File: config.mk
export PLATFORM = sky130hd
export DESIGN_NAME = ktt_cell
export DESIGN_NICKNAME = d
export VERILOG_FILES = /design/src/rtl/core/ktt_pkg.sv /design/src/rtl/core/ktt_cell.sv
export SDC_FILE = /design/constraint.sdc
export NUM_CORES = 1
export LEC_CHECK = 0
export ABC_AREA = 1
export BUFFER_PORTS_ARGS = -buffer_cell sky130_fd_sc_hd__buf_4
export CORE_UTILIZATION = 40
export DETAILED_ROUTE_END_ITERATION = 8
export PLACE_DENSITY = 0.71
export SKIP_LAST_GASP = 1
export SYNTH_ARGS = -nofsm -noshare
export SYNTH_HDL_FRONTEND = slang
export SYNTH_SLANG_ARGS = --single-unit
File: constraint.sdc
create_clock -name clk_i -period 2.9 [get_ports clk_i]
set_clock_uncertainty 0.1 [all_clocks]
set_input_delay 0.145 -clock clk_i [delete_from_list [all_inputs] [get_ports clk_i]]
set_output_delay 0.145 -clock clk_i [all_outputs]
set_load 0.1 [all_outputs]
File: src/rtl/core/ktt_pkg.sv
// shared types and constants of the k-th largest tracker
`default_nettype none

package ktt_pkg;

  // fixed field widths
  localparam int unsigned DATA_W = 32;
  localparam int unsigned RANK_W = 7;

  // default depth of the cell chain
  localparam int unsigned MAX_RANK_DEF = 64;

  // per-transfer command broadcast to every cell
  typedef struct packed {
    logic add;   // insert the sample at its sorted place
    logic repl;  // drop the smallest value and insert the sample
  } cell_ctrl_t;

endpackage

`default_nettype wire

File: src/rtl/core/ktt_cell.sv
// one cell of the sorted chain: holds one kept value, ascending from cell 0
`default_nettype none

module ktt_cell #(
  parameter int unsigned INDEX = 0,
  parameter int unsigned CNT_W = 7
) (
  input  wire                                  clk_i,
  input  wire ktt_pkg::cell_ctrl_t             ctrl_i,
  input  wire [CNT_W-1:0]                      count_i,
  input  wire signed [ktt_pkg::DATA_W-1:0]     sample_i,
  input  wire signed [ktt_pkg::DATA_W-1:0]     prev_value_i,
  input  wire                                  prev_gt_i,
  input  wire signed [ktt_pkg::DATA_W-1:0]     next_value_i,
  input  wire                                  next_lt_i,
  output logic signed [ktt_pkg::DATA_W-1:0]    value_o,
  output logic signed [ktt_pkg::DATA_W-1:0]    value_d_o,
  output logic                                 gt_o,
  output logic                                 lt_o
);
  import ktt_pkg::*;

  logic signed [DATA_W-1:0] value_q, value_d;
  logic                     own_valid;

  // cell holds a kept value when it lies below the fill level
  assign own_valid = (count_i > CNT_W'(INDEX));

  // an empty cell counts as larger than any sample
  assign gt_o = !own_valid || (sample_i < value_q);
  assign lt_o = own_valid && (value_q < sample_i);

  // insert shifts larger values up, replace shifts smaller values down
  always_comb begin
    value_d = value_q;
    if (ctrl_i.add) begin
      if (gt_o) begin
        value_d = prev_gt_i ? prev_value_i : sample_i;
      end
    end else if (ctrl_i.repl) begin
      if (lt_o) begin
        value_d = next_lt_i ? next_value_i : sample_i;
      end
    end
  end

  always_ff @(posedge clk_i) begin
    value_q <= value_d;
  end

  assign value_o   = value_q;
  assign value_d_o = value_d;

endmodule

`default_nettype wire

==> results of run 1 <==
[synth_stat cells]
cell type  number  share of area (%)
nor2_4          1               0.32
nor3_1          2               0.29
nand2_1       136                 15
nand2_2         1               0.18
nand3_1       129                 19
buf_2          11                1.6
inv_1          73                7.9
nand4_2         1               0.36
ha_1           32                 11
clkinv_1        1               0.11
o21ai_0         2               0.29
nor4_1          1               0.18
inv_2           1               0.11
a21oi_1        75                 11
buf_1           3               0.32
nand2_4         1               0.32
nand3_2         2               0.57
o21a_1          2               0.43
dfxtp_1        32                 18
mux2i_1         2               0.57
buf_6           6                1.9
a21oi_2         1               0.25
a21o_1          1               0.22
clkbuf_1       19                2.0
nand4_1         2               0.36
buf_4           1               0.22
nor2_1         72                7.7
[worst max-delay path, delay by kind of cell (launching register included)]
kind                       cells  cell delay (ns)
adders and majority gates      1             0.27
DFF                            1             0.36
and+or+nand+nor               12             1.32
buffers and inverters          3             0.40
[placed cells by master, fill, tap and decap left out]
cell type,n
nor2_4,2
nor2_1,68
a21oi_4,1
nor2_2,3
dfxtp_4,20
ha_4,18
inv_2,2
ha_1,14
inv_4,1
clkinv_1,1
nand3_4,2
nor3_1,2
a21o_1,1
dfxtp_2,12
buf_6,10
bufinv_16,1
buf_12,18
nand2_2,38
inv_1,71
o21a_1,2
buf_4,152
nand2_4,5
a21oi_2,13
nand4_1,2
nand2_8,1
nor4_1,1
a21oi_1,62
nand3_1,103
o21ai_1,2
nand3_2,26
nand4_2,1
nand2_1,95
mux2i_1,2
clkbuf_8,7
buf_8,12
[worst paths after layout]
kind / end / slack (ns)
worst min register to register: value_o[0] / 0.53
worst min-delay path: value_o[18] / 0.11
worst max-delay path: value_d_o[21] / -0.009
worst max register to register: value_o[10] / 0.40
[cell type report]
type / instances / area, sq um / share of cell area (%)
Inverter: 75 / 284 / 4.73
Multi-Input combinational cell: 464 / 2940 / 48.9
Clock buffer: 7 / 96.3 / 1.60
Tap cell: 105 / 131 / 2.19
Clock inverter: 1 / 30.0 / 0.500
Sequential cell: 32 / 731 / 12.2
Timing Repair Buffer: 192 / 1790 / 29.9
[cells by family after synthesis]
| kind of cell | synth area share [%] |
|---|---|
| buffers and inverters | 14.2 |
| and+or+nand+nor | 43.5 |
| muxes | 0.574 |
| AOI/OAI and AO/OA | 11.9 |
| DFF | 18.4 |
| adders and majority gates | 11.5 |
[metal layers]
| layer | part of all wire [%] | vias to the layer above |
|---|---|---|
| li1 | - | 2318 |
| met1 | 41 | 2125 |
| met2 | 50 | 222 |
| met3 | 7.0 | 23 |
| met4 | 1.8 | 0 |
| met5 | 0 | - |
[repair_timing]
| item | 4_1_cts | 5_1_grt |
|---|---|---|
| buffers inserted | 1 | 5 |
| endpoints found under the setup margin | 32 | 34 |
| gates cloned | 0 | 3 |
| gates resized for setup | 44 | 127 |
| pin swaps | 1 | 37 |
[metrics by stage]
step / TNS, ns / cell area, sq um
final: -0.0156 / 6000
after CTS: -0.0889 / 5280
after global placement: 0 / 4970
after floorplan: 0 / 3660
after global routing: -3.31 / 6000
after detailed placement: 0 / 4970
==> results_dict.tcl, run 1 <==
set metrics [dict create \
    antenna_cells 0 \
    wl_um 13800 \
    clk_path_buf_depth 2 \
    clkLatencyLatePin_ns 0.30 \
    grt_max_degree 64 \
    required_ns 2.65 \
    fin_crit_sh_pct 100 \
    num-nets-final 910 \
    finalHoldViolations 0 \
    rows 33 \
    clkTransAtPathRegs_ns 0.08 \
    grt-busiest-layer "met2" \
    gr-total-overflow 0 \
    hold_class "input port to register" \
    ios 174 \
    route.detailed.drc 0 \
    seq_area_frac_synth_pct 18.4 \
    min_path_cells 5 \
    dieArea_sq_um 9100 \
    finalNonFillerCells 876 \
    htree_levels 2 \
    outcome "finished with violations" \
    reg2reg_from "value_o[14]" \
    violations "negative setup slack" \
    largest_register_ffs 32 \
    fp.dieH_um 95.4 \
    crit_arrival_ns 2.66 \
    yosysUniqueCellTypes 27 \
    grt_pass1_wl_um 19700 \
    portBuffers 173 \
    preCtsSetupSlack_ns 0.214 \
    postSynthCellCount 610 \
    antenna_found_initial 0 \
    clockRootBuffer "clkbuf_8" \
    dr_total_vias 4688 \
    path_class "register to output pin" \
    fmax_mhz 344 \
    cts_tree "done" \
    crit_start "value_o[14]" \
    die_w_um 95.4 \
    crit_chain "ha_1, nand2_1, nor2_2, nand2_1, clkinv_1, nand2_1, nand2_2, nand2_4, nand3_4, nand2_1, nor2_4, buf_6, nand3_1, nand3_1, nand2_2, buf_12" \
    rr_worst_depth 16 \
    fin_crit_ns 2.91 \
    grt_util_met3_pct 3.83 \
    dpl.hpwl_um 9080 \
    max_stage_delay_ns 0.36 \
    setup_viol 3 \
    syn_area_sq_um 3490 \
    syn_nets 750 \
    grt_pass1_vias 4252 \
    initial_core_util_pct 41.8 \
    ant_nets 0 \
    final.setup.worst_slack_ns -0.00948 \
    firstDrtPassIters 5 \
    ys_ff_latch 32 \
    rsz0062_at_grt "yes" \
    crit_fanout 6 \
    avgSynthCellArea_sq_um 5.72 \
    drv_slew 0 \
    cts_buffers 5 \
    drive_gt1_share_pct 44.7 \
    worst_pin_slew_ns 0.724 \
    whs_ns 0.110 \
    relSlewSlack_pct 51.7 \
    maxCapViolations 0 \
    hold_buffers 0 \
    placedCellCount 859 \
    cp_slowest_cell "dfxtp_4" \
    cp-end-kind "output pin" \
    cts.sinks 32 \
    fin_util_pct 72.0 \
    worst_path_most_repeated_cell "nand2_1" \
    core_sq_um 8340 \
    grt.met2_usage_pct 49.2 \
    area_growth_pct 72.1 \
    cp-start-kind "register" \
    viasPerCell 5.35 \
    use_met1_pct 34.9 \
    nFillCells 666 \
    yosysWarnings 0 \
    place_congestion 0.835 \
    hp-start "next_value_i[18]" \
    dr.first_iter.drc_count 291 \
    grtUsageTotal_pct 27.8 \
    avgRoutedWirePerCell_um 15.8 \
]
Power of run 1 is left out: the tool's default activity adds up to more than one toggle a clock period on the data nets, which glitch-free logic cannot reach.
==> inputs of run 2 (changes only) <==
- ABC_AREA: 1 -> default
- CAP_MARGIN: default -> 20
- PLACE_DENSITY: 0.71 -> 0.76
==> results_dict.tcl, run 2 <==
set metrics [dict create \
    async_flop_share_pct 0 \
    synth_edf_count 0 \
    fmax_mhz 286 \
    clkLatencyLatePin_ns 0.29 \
    antenna_cells 0 \
    dieArea_sq_um 7270 \
    crit_chain "ha_4, nand4_1, nor4_4, a21boi_2, o31a_1, o21a_2, nor3_4, buf_4, and2_4, buf_12, a221o_4, buf_12" \
    path_delay_family "compound AO/OA/AOI/OAI gates" \
    antenna_found_initial 0 \
    portBuffers 173 \
    syn_area_sq_um 2770 \
    path_buf_inv 3 \
    avgRoutedWirePerCell_um 19.0 \
    synth_common_cells "nand2_1 (38), nor2_1 (36)" \
    final.setup.worst_slack_ns -0.599 \
    hp-start "next_value_i[19]" \
    syn_nets 475 \
    rows 29 \
    maxCapViolations 0 \
    hold_buffers 0 \
    placedCellCount 617 \
    setup_viol 66 \
    cp_slowest_cell "a221o_4" \
    layout_common_cells "buf_4 (192), nand2_1 (38), buf_12 (37), nor2_1 (36)" \
    cts_buffers 5 \
    place_congestion 0.846 \
    dr_total_vias 3633 \
    crit_fanout 9 \
    worst_pin_slew_ns 0.602 \
    relSlewSlack_pct 59.9 \
    crit_arrival_ns 3.25 \
    layout_commonest_cell "buf_4" \
    largest_register_ffs 32 \
    max_stage_delay_ns 0.43 \
    rsz0062_at_grt "yes" \
    drive_gt1_share_pct 58.6 \
    ys_ff_latch 32 \
    synth-main-ff-cell "dfxtp_1" \
    firstDrtPassIters 4 \
    grt_max_degree 64 \
    initial_core_util_pct 42.5 \
    required_ns 2.65 \
    cp-end-kind "output pin" \
    ios 174 \
    synth_top_area_share_pct 23.1 \
    dpl_cell_area_sq_um 5010 \
    finalInstanceArea_sq_um 5630 \
    dpl.hpwl_um 8230 \
    yosysUniqueCellTypes 38 \
    num-nets-final 695 \
    htree_levels 2 \
    die_w_um 85.3 \
    clkTransAtPathRegs_ns 0.07 \
    finalNonFillerCells 633 \
    yosysWarnings 0 \
    hold_class "input port to register" \
    grt_pass1_wl_um 18400 \
    gr-total-overflow 0 \
    clk_path_buf_depth 2 \
    wl_um 12000 \
    core_sq_um 6530 \
    crit_start "value_o[14]" \
    yosysMostFrequentCell "nand2_1" \
    ant_nets 0 \
    cts_tree "done" \
    reg2reg_from "value_o[14]" \
    finalHoldViolations 0 \
    cts.sinks 32 \
    path_class "register to output pin" \
    area_growth_pct 103 \
    synth_top_area_cell "dfxtp_1" \
    grt_pass1_vias 3828 \
    fin_crit_ns 3.50 \
    seq_area_frac_synth_pct 23.1 \
    outcome "finished with violations" \
    fp.dieH_um 85.3 \
    cp-start-kind "register" \
    clockRootBuffer "clkbuf_8" \
    violations "negative setup slack" \
    dr.first_iter.drc_count 151 \
    grtUsageTotal_pct 32.2 \
    ys_top_cells_by_area "dfxtp_1 (23%), ha_1 (14%), a221o_1 (12%), mux2i_1 (12%), o21ai_0 (5.8%)" \
    worst_path_most_repeated_cell "buf_12" \
    fin_crit_sh_pct 121 \
    drv_slew 0 \
    viasPerCell 5.74 \
    postSynthCellCount 335 \
    route.detailed.drc 0 \
    avgSynthCellArea_sq_um 8.28 \
]
==> run 2: cell types whose count changed after synthesis, moves of 3 or more <==
| cell | change |
|---|---|
| a21oi_1 | -64 |
| nand3_1 | -127 |
| o21ai_0 | +30 |
| mux2i_1 | +30 |
| buf_2 | -8 |
| nor2_1 | -36 |
| clkbuf_1 | -8 |
| a211o_1 | +3 |
| a221o_1 | +32 |
| buf_1 | -3 |
| inv_1 | -41 |
| nand2_1 | -98 |
| nand4_1 | +4 |
==> run 2: area by class of cell <==
class                      count  area (sq um)
multi-input combinational    250          2350
timing repair buffer         234          2250
fill                         331           900
sequential                    32           729
inverter                      32           120
tap                           77          96.3
clock buffer                   7          76.3
clock inverter                 1          5.00
==> run 2: repair_timing <==
item                                    in CTS  in global routing
gates resized for setup                     77                 39
endpoints found under the setup margin      66                 66
pin swaps                                    4                 25
buffers inserted                             6                  4
cloned                                       1                  1
==> run 2: cell families (layout without fill, tap and decap cells) <==
| logic type | Yosys count | in the layout | share of synthesized area [%] |
|---|---|---|---|
| simple gates | 95 | 95 | 16.0 |
| compound gates | 90 | 90 | 25.3 |
| buf+inv | 53 | 274 | 9.20 |
| mux | 33 | 33 | 12.0 |
| fa+ha+maj | 32 | 32 | 14.4 |
| flops | 32 | 32 | 23.1 |
==> run 2: per-layer routing <==
metal | track usage [%] | up-vias | routed length (um)
met3 | 4.77 | 33 | 784
met5 | 0 | - | 0
met4 | 10.5 | 0 | 343
met2 | 62.0 | 194 | 6350
li1 | - | 1667 | -
met1 | 36.0 | 1739 | 4540
==> run 2: worst reg2reg max path, cell delays in order (launching register included) <==
cell,delay [ns]
dfxtp_4,0.35
ha_4,0.28
nand4_1,0.20
nor4_4,0.37
a21boi_2,0.21
o31a_1,0.21
o21a_2,0.20
nor3_4,0.06
buf_4,0.15
and2_4,0.16
clkbuf_16,0.18
a221o_2,0.41
buf_4,0.15
==> run 2: stage by stage <==
step / TNS (ns) / hold WS (ns) / worst slack (ns) / util [%]
3_3_place_gp: -8.09 / 0.420 / -0.270 / 76.7
6_report: -21.59 / 0.169 / -0.599 / 86.2
5_1_grt: -28.50 / 0.192 / -0.705 / 86.2
2_1_floorplan: -57.14 / 0.472 / -0.908 / -
3_5_place_dp: -13.46 / 0.428 / -0.376 / 76.7
4_1_cts: -18.28 / 0.153 / -0.557 / 83.9
==> run 2: path summary, 6_finish.rpt <==
path / endpoint / slack, ns / cells after the start
max: value_d_o[2] / -0.60 / 12
min: value_o[19] / 0.17 / 4
max reg2reg: value_o[0] / -0.23 / 12
min reg2reg: value_o[27] / 0.53 / 2
Power of run 2 is left out for the same reason.
==> inputs of run 3 (changes only) <==
- REMOVE_ABC_BUFFERS: default -> 1
==> results_dict.tcl, run 3 (synthesis gave the netlist of run 2 again) <==
set metrics [dict create \
    worst_pin_slew_ns 0.574 \
    clkLatencyLatePin_ns 0.28 \
    drv_slew 0 \
    finalNonFillerCells 634 \
    fin_crit_ns 3.41 \
    relSlewSlack_pct 61.8 \
    crit_fanout 22 \
    wl_um 10200 \
    final.setup.worst_slack_ns -0.510 \
    num-nets-final 696 \
    finalHoldViolations 0 \
    grt_pass1_vias 3585 \
    avgRoutedWirePerCell_um 16.0 \
    rsz0062_at_grt "yes" \
    reg2reg_from "value_o[11]" \
    hold_buffers 0 \
    fp.dieH_um 85.3 \
    cp_slowest_cell "o31a_1" \
    ios 174 \
    firstDrtPassIters 4 \
    cts_buffers 5 \
    largest_register_ffs 32 \
    endpoint "value_d_o[8]" \
    max_stage_delay_ns 0.33 \
    crit_arrival_ns 3.16 \
    path_class "register to output pin" \
    route.detailed.drc 0 \
    required_ns 2.65 \
    drive_gt1_share_pct 47.9 \
    fmax_mhz 293 \
    setup_viol 45 \
    core_sq_um 6530 \
    fin_crit_sh_pct 118 \
    hold_class "input port to register" \
    rrSetupSlack_ns -0.23 \
    worst_path_most_repeated_cell "buf_12" \
    cts_tree "done" \
    crit_start "value_o[11]" \
    initial_core_util_pct 42.5 \
    cp-start-kind "register" \
    dr_total_vias 3431 \
    viasPerCell 5.41 \
    gr-total-overflow 0 \
    grt_max_degree 64 \
    dpl.hpwl_um 7010 \
    dr.first_iter.drc_count 76 \
    grt_pass1_wl_um 15700 \
    path_buf_inv 2 \
    violations "negative setup slack" \
    clockRootBuffer "clkbuf_8" \
    clkTransAtPathRegs_ns 0.07 \
    place_congestion 0.830 \
    rows 29 \
    portBuffers 173 \
    path_delay_family "compound AO/OA/AOI/OAI gates" \
    outcome "finished with violations" \
    antenna_found_initial 0 \
    antenna_cells 0 \
    ant_nets 0 \
    cts.sinks 32 \
    dieArea_sq_um 7270 \
    maxCapViolations 0 \
    preCtsSetupSlack_ns -0.294 \
    cp.depth 11 \
    die_w_um 85.3 \
    htree_levels 2 \
    crit_chain "ha_1, a21oi_1, nor2_1, a211o_1, o31a_1, o21a_2, o311ai_4, a21boi_4, buf_12, a221o_1, buf_12" \
    layout_commonest_cell "buf_4" \
    rr_worst_depth 13 \
    grtUsageTotal_pct 27.2 \
    r2r-end "value_o[30]" \
    cp-end-kind "output pin" \
    layout_common_cells "buf_4 (195), nand2_1 (38), nor2_1 (36), buf_12 (35)" \
    nFillCells 437 \
    clk_path_buf_depth 2 \
    area_growth_pct 85.9 \
    placedCellCount 611 \
]
[run 3: changes by cell type in the layout (fill, tap and decap cells not counted), moves of 3 or more]
cell / previous run / this run
dfxtp_2: 11 / 5
a221o_1: 0 / 32
a221o_4: 30 / 0
dfxtp_1: 1 / 27
buf_4: 192 / 195
dfxtp_4: 20 / 0
[run 3: worst min-delay path by stage]
stage	start	end	slack (ns)	cells after the start
floorplan	value_o[0]	value_o[0]	0.67	0
global placement	next_value_i[1]	value_o[1]	0.40	4
detailed placement	next_value_i[3]	value_o[3]	0.41	4
CTS	next_value_i[3]	value_o[3]	0.17	4
global route	next_value_i[25]	value_o[25]	0.19	4
finish	next_value_i[25]	value_o[25]	0.17	4
[run 3: final cells by class]
cell class	count	area, sq um	share of cell area, %
clock buffers	8	90.1	1.75
flip-flops and latches	32	647	12.5
repair buffers	235	2220	43.1
multi-input cells	250	1980	38.5
inverters	32	120	2.33
well taps	77	96.3	1.87
[run 3: metrics by stage]
stage | util [%] | instance area, sq um | setup TNS (ns) | hold slack [ns]
final | 79.0 | 5160 | -16.75 | 0.174
after global routing | 79.0 | 5160 | -24.92 | 0.189
after CTS | 77.4 | 5050 | -15.84 | 0.171
after detailed placement | 67.4 | 4400 | -9.39 | 0.407
after global placement | 67.4 | 4400 | -8.91 | 0.405
after floorplan | - | 2640 | -175.98 | 0.667
[run 3: tightest hold or removal path, cell delays in order]
cell	delay, ns
buf_4	0.08
nand2_1	0.04
o21ai_0	0.06
a221o_1	0.20
[run 3: per-layer routing]
layer	GRT usage [%]	up-vias	routed length (um)
li1	-	1668	-
met1	27.6	1591	3780
met2	53.9	146	5520
met3	5.54	26	546
met4	10.6	0	304
met5	0	-	0
[run 3: timing repair]
action,in CTS,in global routing
setup buffers,9,5
resized for setup,113,11
gates cloned,1,0
hold endpoints to repair,0,0
endpoints found under the setup margin,59,66
pin swaps,9,9
Power of run 3 is left out for the same reason.
